File: config.mk
export PLATFORM = sky130hd
export DESIGN_NAME = url_percent_decoder_core
export DESIGN_NICKNAME = d
export VERILOG_FILES = /design/src/hw/rtl/upd_pkg.sv /design/src/hw/rtl/upd_parser.sv /design/src/hw/rtl/url_percent_decoder_core.sv
export SDC_FILE = /design/constraint.sdc
export NUM_CORES = 1
export LEC_CHECK = 0
export BUFFER_PORTS_ARGS = -buffer_cell sky130_fd_sc_hd__buf_2
export CAP_MARGIN = 15
export CORE_MARGIN = 5
export CORE_UTILIZATION = 60
export DETAILED_ROUTE_END_ITERATION = 10
export GPL_TIMING_DRIVEN = 0
export PLACE_DENSITY = 0.76
export REMOVE_ABC_BUFFERS = 1
export SYNTH_ARGS = -nofsm -noshare
export SYNTH_HDL_FRONTEND = slang
export SYNTH_SLANG_ARGS = --single-unit
File: constraint.sdc
create_clock -name clk -period 8 [get_ports clk]
set_input_delay 1.2 -clock clk [delete_from_list [all_inputs] [get_ports clk]]
set_output_delay 1.2 -clock clk [all_outputs]
set_load 0.05 [all_outputs]
File: src/hw/rtl/upd_pkg.sv
package upd_pkg;

	// characters the decoder looks for or produces
	localparam logic [7:0] CH_PCT   = 8'h25;
	localparam logic [7:0] CH_PLUS  = 8'h2B;
	localparam logic [7:0] CH_SPACE = 8'h20;
	localparam logic [7:0] CH_AMP   = 8'h26;
	localparam logic [7:0] CH_LT    = 8'h3C;
	localparam logic [7:0] CH_GT    = 8'h3E;

	// configuration register indexes
	localparam logic CFG_PLUS   = 1'b0;
	localparam logic CFG_MARKUP = 1'b1;

	// symbols one input byte can leave behind, before entity expansion
	localparam int MAX_SYM = 3;

	typedef struct packed {
		logic [MAX_SYM-1:0][7:0] sym;
		logic [1:0]              nsym;
		logic                    last;
	} upd_item_t;

	function automatic logic is_hex(input logic [7:0] c);
		return (c >= "0" && c <= "9") || (c >= "A" && c <= "F") || (c >= "a" && c <= "f");
	endfunction

	// nibble of a valid hex digit
	function automatic logic [3:0] hex_val(input logic [7:0] c);
		if (c <= "9") return c[3:0];
		return 4'(c[3:0] + 4'd9);
	endfunction

	// number of bytes a symbol turns into
	function automatic logic [2:0] ent_len(input logic [7:0] c, input logic markup);
		if (markup && c == CH_AMP) return 3'd5;
		if (markup && (c == CH_LT || c == CH_GT)) return 3'd4;
		return 3'd1;
	endfunction

	// byte idx of the expansion of a symbol
	function automatic logic [7:0] ent_char(input logic [7:0] c, input logic markup,
			input logic [2:0] idx);
		logic [7:0] r;
		r = c;
		if (markup && c == CH_AMP) begin
			case (idx)
				3'd0: r = "&";
				3'd1: r = "a";
				3'd2: r = "m";
				3'd3: r = "p";
				default: r = ";";
			endcase
		end else if (markup && (c == CH_LT || c == CH_GT)) begin
			case (idx)
				3'd0: r = "&";
				3'd1: r = (c == CH_LT) ? "l" : "g";
				3'd2: r = "t";
				default: r = ";";
			endcase
		end
		return r;
	endfunction

endpackage

File: src/hw/rtl/upd_parser.sv
module upd_parser
	import upd_pkg::*;
(
	input  logic       clk,
	input  logic       arst_n,
	input  logic [7:0] in_byte,
	input  logic       in_last,
	input  logic       take,
	input  logic       plus_to_space,
	output upd_item_t  item
);

	typedef enum logic [1:0] {
		PH_IDLE  = 2'd0,
		PH_PCT   = 2'd1,
		PH_DIGIT = 2'd2
	} phase_t;

	phase_t     ph_q, ph_nx;
	logic [7:0] held_q, held_nx;
	logic [MAX_SYM-1:0][7:0] sym;
	logic [1:0] n;
	logic       b_hex;
	logic       fresh_pct;
	logic [7:0] fresh_byte;

	assign b_hex      = is_hex(in_byte);
	assign fresh_pct  = (in_byte == CH_PCT);
	assign fresh_byte = (in_byte == CH_PLUS && plus_to_space) ? CH_SPACE : in_byte;

	always_comb begin
		sym     = '0;
		n       = '0;
		ph_nx   = ph_q;
		held_nx = held_q;
		unique case (ph_q)
			PH_PCT: begin
				if (b_hex) begin
					held_nx = in_byte;
					ph_nx   = PH_DIGIT;
				end else begin
					// broken escape: literal percent, then the byte afresh
					sym[n] = CH_PCT;
					n      = n + 2'd1;
					ph_nx  = PH_IDLE;
					if (fresh_pct) begin
						ph_nx = PH_PCT;
					end else begin
						sym[n] = fresh_byte;
						n      = n + 2'd1;
					end
				end
			end
			PH_DIGIT: begin
				ph_nx   = PH_IDLE;
				held_nx = '0;
				if (b_hex) begin
					sym[n] = {hex_val(held_q), hex_val(in_byte)};
					n      = n + 2'd1;
				end else begin
					sym[n] = CH_PCT;
					n      = n + 2'd1;
					sym[n] = held_q;
					n      = n + 2'd1;
					if (fresh_pct) begin
						ph_nx = PH_PCT;
					end else begin
						sym[n] = fresh_byte;
						n      = n + 2'd1;
					end
				end
			end
			default: begin
				// idle, and the unused code behaves the same
				ph_nx = PH_IDLE;
				if (fresh_pct) begin
					ph_nx = PH_PCT;
				end else begin
					sym[n] = fresh_byte;
					n      = n + 2'd1;
				end
			end
		endcase
		// end of string flushes a pending escape literally
		if (in_last) begin
			if (ph_nx == PH_PCT) begin
				sym[n] = CH_PCT;
				n      = n + 2'd1;
			end else if (ph_nx == PH_DIGIT) begin
				sym[n] = CH_PCT;
				n      = n + 2'd1;
				sym[n] = held_nx;
				n      = n + 2'd1;
			end
			ph_nx   = PH_IDLE;
			held_nx = '0;
		end
	end

	assign item.sym  = sym;
	assign item.nsym = n;
	assign item.last = in_last;

	always_ff @(posedge clk or negedge arst_n) begin
		if (!arst_n) begin
			ph_q   <= PH_IDLE;
			held_q <= '0;
		end else if (take) begin
			ph_q   <= ph_nx;
			held_q <= held_nx;
		end
	end

endmodule

File: src/hw/rtl/url_percent_decoder_core.sv
// output: registered; an accepted item loads cur_q, or the skid slot while cur_q is busy
// throughput: one input byte per cycle while each byte yields at most one output byte and
//   the output is not stalled; longer expansions (up to 7 output bytes per input) go out
//   one byte at a time through the single output byte lane of the entity expander
// reset: async active low; escape state cleared, plus_to_space = 1, escape_markup = 0
module url_percent_decoder_core
	import upd_pkg::*;
(
	input  logic       clk,
	input  logic       arst_n,
	// encoded input stream
	input  logic       s_axis_tvalid,
	output logic       s_axis_tready,
	input  logic [7:0] s_axis_tdata,   // [7:0] in_byte
	input  logic       s_axis_tlast,   // in_last
	// decoded output stream
	output logic       m_axis_tvalid,
	input  logic       m_axis_tready,
	output logic [7:0] m_axis_tdata,   // [7:0] out_byte
	output logic       m_axis_tlast,   // out_last
	// configuration writes
	input  logic       cfg_valid,
	output logic       cfg_ready,
	input  logic       cfg_index,
	input  logic       cfg_data
);

	logic       plus_to_space_q;
	logic       escape_markup_q;

	// parsed item for the byte on the input side
	upd_item_t  new_item;
	logic       s_xfer;
	logic       new_has;

	// current item being expanded onto the output, plus one skid slot
	upd_item_t  cur_q, skid_q;
	logic       cur_valid_q, skid_valid_q;
	logic [1:0] sym_idx_q;
	logic [2:0] chr_idx_q;

	logic [7:0] cur_sym;
	logic [2:0] cur_len;
	logic       last_chr, last_sym;
	logic       m_xfer, done, free;

	// configuration registers; the user must write them only while the stream is idle, the block does not enforce it
	assign cfg_ready = 1'b1;

	always_ff @(posedge clk or negedge arst_n) begin
		if (!arst_n) begin
			plus_to_space_q <= 1'b1;
			escape_markup_q <= 1'b0;
		end else if (cfg_valid) begin
			unique case (cfg_index)
				CFG_PLUS:   plus_to_space_q <= cfg_data;
				CFG_MARKUP: escape_markup_q <= cfg_data;
			endcase
		end
	end

	// input side is ready as long as the skid slot is empty
	assign s_axis_tready = !skid_valid_q;
	assign s_xfer        = s_axis_tvalid && s_axis_tready;
	// bytes that only open an escape or hold its first digit leave nothing to send
	assign new_has       = s_xfer && (new_item.nsym != 2'd0);

	upd_parser u_parser (
		.clk           (clk),
		.arst_n        (arst_n),
		.in_byte       (s_axis_tdata),
		.in_last       (s_axis_tlast),
		.take          (s_xfer),
		.plus_to_space (plus_to_space_q),
		.item          (new_item)
	);

	// expander: walks the symbols of the current item, each symbol over its entity text
	assign cur_sym  = cur_q.sym[sym_idx_q];
	assign cur_len  = ent_len(cur_sym, escape_markup_q);
	assign last_chr = (chr_idx_q == cur_len - 3'd1);
	assign last_sym = (sym_idx_q == cur_q.nsym - 2'd1);
	assign m_xfer   = m_axis_tvalid && m_axis_tready;
	assign done     = m_xfer && last_chr && last_sym;
	assign free     = !cur_valid_q || done;

	assign m_axis_tvalid = cur_valid_q;
	assign m_axis_tdata  = ent_char(cur_sym, escape_markup_q, chr_idx_q);
	assign m_axis_tlast  = cur_q.last && last_chr && last_sym;

	always_ff @(posedge clk or negedge arst_n) begin
		if (!arst_n) begin
			cur_valid_q  <= 1'b0;
			skid_valid_q <= 1'b0;
			sym_idx_q    <= '0;
			chr_idx_q    <= '0;
		end else if (free) begin
			sym_idx_q <= '0;
			chr_idx_q <= '0;
			if (skid_valid_q) begin
				// input is stalled while the skid slot is full
				cur_valid_q  <= 1'b1;
				skid_valid_q <= 1'b0;
			end else begin
				cur_valid_q <= new_has;
			end
		end else begin
			if (m_xfer) begin
				if (last_chr) begin
					chr_idx_q <= '0;
					sym_idx_q <= sym_idx_q + 2'd1;
				end else begin
					chr_idx_q <= chr_idx_q + 3'd1;
				end
			end
			if (new_has) begin
				skid_valid_q <= 1'b1;
			end
		end
	end

	// payload registers
	always_ff @(posedge clk) begin
		if (free) begin
			if (skid_valid_q) begin
				cur_q <= skid_q;
			end else if (new_has) begin
				cur_q <= new_item;
			end
		end else if (new_has) begin
			skid_q <= new_item;
		end
	end

endmodule

Word level (Yosys, flattened, before mapping)
Cells that the tools add are included.

word-level totals
  memory bits (read-only) = 0
  RAM bits = 0
  register bits after elaboration = 73
  memories kept = 0
  latch bits = 0
  output and inout port bits = 12

operators by class
  reductions and logical operators = 32
  eq/ne operators = 14
  multiplexer cells = 68
  multiply operators = 0
  divide/modulo/power cells = 0
  add/subtract/negate cells = 8
  bitwise operators = 5
  magnitude comparators = 12
  shifts and indexed selects = 0

operators by type and width
  kind                  number
  $mux W8               11
  $mux W24              3
  $mux W27              2
  $pmux W8 S2           3
  $eq A8 B6 Y1 const B  5
  $demux W8 S2          2
  $mux W16              2
  $pmux W7 S4           1
  $bwmux W24            1
  $mux W2               11
  $mux W3               7
  $pmux W7 S3           1
  $mux W4               5
  $bmux W8 S2           1
  $ge A8 B7 Y1 const B  2
  $le A8 B6 Y1 const B  2
  $le A8 B7 Y1 const B  2
  $mux W1               16
  $and A15 B15 Y15      1
  $logic_and A1 B1 Y1   15
  $not A15 Y15          1
  $reduce_and A2 Y1     5
  $reduce_bool A2 Y1    5
  $lt A2 B3 Y1 const B  3
  other kinds (19)      32

Longest topological paths before layout
  word-level depth = 18
  depth in mapped cells = 13
  gate-level depth less buffers = 13

Modules after synthesis
From an unflattened synthesis, not the netlist that was laid out.

second synthesis, totals
  cell total of the unflattened synthesis = 431
  area, all modules = 4695.8 µm²

by module, submodules not included
  module                    seq. area each (µm²)  cells each  area each (µm²)  instances
  url_percent_decoder_core  1848.0                208         2990.4           1
  upd_parser                250.2                 223         1705.4           1

Worst setup path after synthesis
Ideal clock, no wire load.

  path type = input-to-reg
  start = in s_axis_tdata[0]
  end = reg skid_q[0] (netlist name) (enable)
  cell stages on the path = 12
  data arrival time = 6.062 ns
  slack = 1.459 ns
  path buffers = 0
  path through = inv_1 > ha_1 > inv_1 > o311ai_4 > nand2_1 > or3_1 > ha_1 > inv_1 > a32o_1 > a21oi_1 > nor2_1 > nor4_1

RTL lines
  item                  line                             source
  start, declared       url_percent_decoder_core.sv:14   input logic [7:0] s_axis_tdata,
  end signal, assigned  url_percent_decoder_core.sv:131  skid_q <= new_item;
  end, declared         url_percent_decoder_core.sv:37   upd_item_t cur_q, skid_q;

==> summary.txt <==
Final setup viols - 0
Final hold slack - 0.524 ns
Area of the multi-input gates - 2350 µm²
Post-route DRC - 0
Largest net degree at the start of global routing - 28
Num CTS Buffers - 9
Most common cell after layout, fill and taps aside - edfxtp_1
Routed WL - 10600 µm
Mux cell area share after synthesis - 0.0678
Critical Path AT - 5.02 ns
Critical path peak fanout - 10
Synth warn - 0
Top-area cell type share of the netlist area - 0.349
Crit-path cells - buf_2, inv_1, ha_1, inv_1, o311ai_4, nand2_1, or3_1, ha_1, inv_1, a32o_1, a21oi_1, nor2_1, nor4_2, buf_4, buf_4, buf_4
Combinational share of power - 0.398
Detailed Routing Iterations Pass 1 - 5
Post-DR vias/cell - 6.45
Worst-path clk slew - 0.08 ns
GPL Wtd Cong - 0.968
Post-DR wirelength/cell - 18.6 µm
GR peak layer - met2
Synth Area in XOR/XNOR - 0.0113
Post-detail-place hpwl - 7710 µm
Leakage - 1.94 nW
Worst Path Required - 8.05 ns
CTS tree - yes
Met2 Track Usage GR - 0.362
Full die area - 9610 µm²
N_diodes - 0
Net count, final - 499
Fmax - 201 MHz
Crit path largest cell delay - 0.51 ns
Total Routing Usage GR - 0.227
Yosys top cell by area - edfxtp_1
Final Hold Fails - 0
Sw Pwr - 0.568 mW
Vias in the first global route - 3534
Drt first-iter violations - 333
Worst slew pin tran - 0.845 ns
GR Util met1 - 0.300
Mapped Cells - 447
Ys async rst share - 0.260
Die W - 98.0 µm
Maxcap violations - 0
Area growth, synth to finish - 8.34%
Sequential cell area - 2100 µm²
Sequential area share after synthesis - 0.451
Seq cells post-synth - 73
Worst path top cell family by delay - simple AND/OR/NAND/NOR gates
Flop pwr share - 0.400
VDD IR-drop max - 0.135 mV
Fin Clk Skew - 0.0104 ns
Vias after detailed routing - 3684
FP Rows - 32
Slew HR - 0.437
Fin crit share - 0.621
Synth Area in Simple Gates - 0.147
Die height - 98.0 µm
Final Max Tran Viols - 0
Total global routing overflow - 0
CP bufs+invs - 7
CTS Sinks - 73
Post-synth EDFFs - 54
Met3 GRT Util - 0.0400
Largest family of logic cells by synthesized area - compound AO/OA/AOI/OAI gates
Starting Density - 0.608
Startpoint Class - primary input
Syn_area_per_cell - 10.4 µm²
Power Density - 279 nW/µm²
# Post-CTS Setup Buffers - 0
Buffers on Ports - 26
Slowest stage cell, crit path - or3_1
Setup TNS - 0 ns
Setup crit end kind - flip-flop
Depth of the CTS H-tree - 3
Clock network power share - 0.202
Worst hold path type - flip-flop to flip-flop
Fill cell count - 608
Antenna Violating Nets Remaining - 0
Synthesized cell area - 4650 µm²
First-pass GRT wire length - 17700 µm
Crit path time final - 4.97 ns
I/O pin total - 28
CP Class - primary input to flip-flop
Hold buffer count at cts - 0
Root Buffer - clkbuf_8
Area contributors post-synth - edfxtp_1 (35%), dfrtp_1 (9.7%), ha_1 (5.1%)
Bufs on Longest Clock Path - 2
Gates resized, CTS repair - 0
Switch share - 0.404
Core area - 7650 µm²
Compound-Gate Fraction of Synth Area - 0.227
RSZ-0062 raised after global routing - false
Share of layout cells above drive strength 1 - 0.173
Most frequent cells in the layout - edfxtp_1 (54), nand2_1 (45), nor2_1 (33)
Clock latency on the worst-skew pair - 0.34 ns
Initial antenna violation count - 0
Status - complete, no violations
Adder-Cell Fraction of Synth Area - 0.0511
Synth Flop Type - edfxtp_1
Netlist cell types - 69
Power Internal - 0.836 mW
[worst paths after layout]
check                                       from  slack, ns  depth (start not counted)              end
worst min register to register   escape_markup_q       0.52                          1  escape_markup_q
worst min-delay path             escape_markup_q       0.52                          1  escape_markup_q
worst max-delay path             s_axis_tdata[0]       3.03                         16       skid_q[12]
worst max register to register  u_parser.ph_q[0]       3.72                         15       skid_q[12]
min in group asynchronous                 arst_n       0.83                          1     chr_idx_q[2]
max in group asynchronous                 arst_n       6.81                          1  plus_to_space_q
[Yosys cell counts, types with 2 or more instances]
| library cell | count |
|---|---|
| nor4b_4 | 2 |
| nor3_1 | 5 |
| dfrtp_1 | 18 |
| nand3_1 | 18 |
| xor2_1 | 2 |
| mux2i_1 | 9 |
| a32o_1 | 5 |
| o2bb2ai_1 | 6 |
| clkbuf_1 | 15 |
| a21o_1 | 5 |
| buf_4 | 3 |
| nor2b_1 | 6 |
| buf_2 | 4 |
| nand2_1 | 45 |
| xnor2_1 | 4 |
| or3_1 | 3 |
| o32ai_1 | 2 |
| mux2_2 | 20 |
| inv_1 | 22 |
| a311oi_1 | 4 |
| a22o_1 | 13 |
| o31ai_1 | 7 |
| ha_1 | 19 |
| o211ai_1 | 2 |
| o32a_1 | 2 |
| o22a_1 | 2 |
| buf_6 | 2 |
| a2bb2oi_1 | 7 |
| a22oi_1 | 4 |
| nor3b_1 | 2 |
| and4_1 | 2 |
| o22ai_1 | 6 |
| o221a_1 | 2 |
| a21oi_1 | 22 |
| edfxtp_1 | 54 |
| a22oi_2 | 3 |
| o21ai_1 | 9 |
| nor2_1 | 33 |
| o21ai_0 | 18 |
| and3_1 | 7 |
| a211oi_1 | 5 |
[cell families (layout without fill, tap and decap cells)]
kind of cell | after synthesis | count (layout)
AOI/OAI and AO/OA | 139 | 139
muxes | 29 | 29
buffers and inverters | 46 | 68
and+or+nand+nor | 134 | 134
other | 1 | 1
adders and majority gates | 19 | 19
DFF | 73 | 73
xor gates and xnor gates | 6 | 6
[stage by stage]
| stage | utilization | power [mW] | setup WS, ns | area, µm² | cells |
|---|---|---|---|---|---|
| floorplan | - | 0.973 | 1.46 | 4530 | 423 |
| global placement | 0.626 | 1.09 | 0.101 | 4780 | 551 |
| detailed placement | 0.629 | 1.11 | 2.62 | 4810 | 554 |
| CTS | 0.655 | 1.40 | 2.98 | 5010 | 570 |
| global route | 0.659 | 1.49 | 2.74 | 5040 | 571 |
| finish | 0.659 | 1.40 | 3.03 | 5040 | 571 |
[state kept, by name, summed over array words and instances, names as in the netlist]
| name | flops |
|---|---|
| skid_valid_q | 1 |
| u_parser.held_q | 8 |
| cur_q | 27 |
| escape_markup_q | 1 |
| u_parser.ph_q | 2 |
| plus_to_space_q | 1 |
| m_axis_tvalid | 1 |
| sym_idx_q | 2 |
| skid_q | 27 |
| chr_idx_q | 3 |
[cell type report]
type,instances,share of cell area
clock buffers,10,0.0253
flip-flops and latches,73,0.417
multi-input cells,328,0.467
clock inverters,6,0.0134
repair buffers,30,0.0358
inverters,22,0.0164
well taps,102,0.0253
[per-layer routing]
| layer | part of all wire | wire length [µm] | vias to the layer above |
|---|---|---|---|
| met4 | 0.038 | 405 | 0 |
| met5 | 0 | 0 | - |
| met1 | 0.43 | 4590 | 1729 |
| li1 | - | - | 1727 |
| met3 | 0.071 | 759 | 41 |
| met2 | 0.46 | 4880 | 187 |
[power groups by stage]
stage	clock, mW	combinational [mW]	sequential, mW
final	0.284	0.559	0.561
after detailed placement	0	0.543	0.571
after floorplan	0	0.420	0.553
after global routing	0.308	0.607	0.570
after global placement	0	0.525	0.570
after CTS	0.291	0.546	0.562
Power figures use the tool's default switching activity.
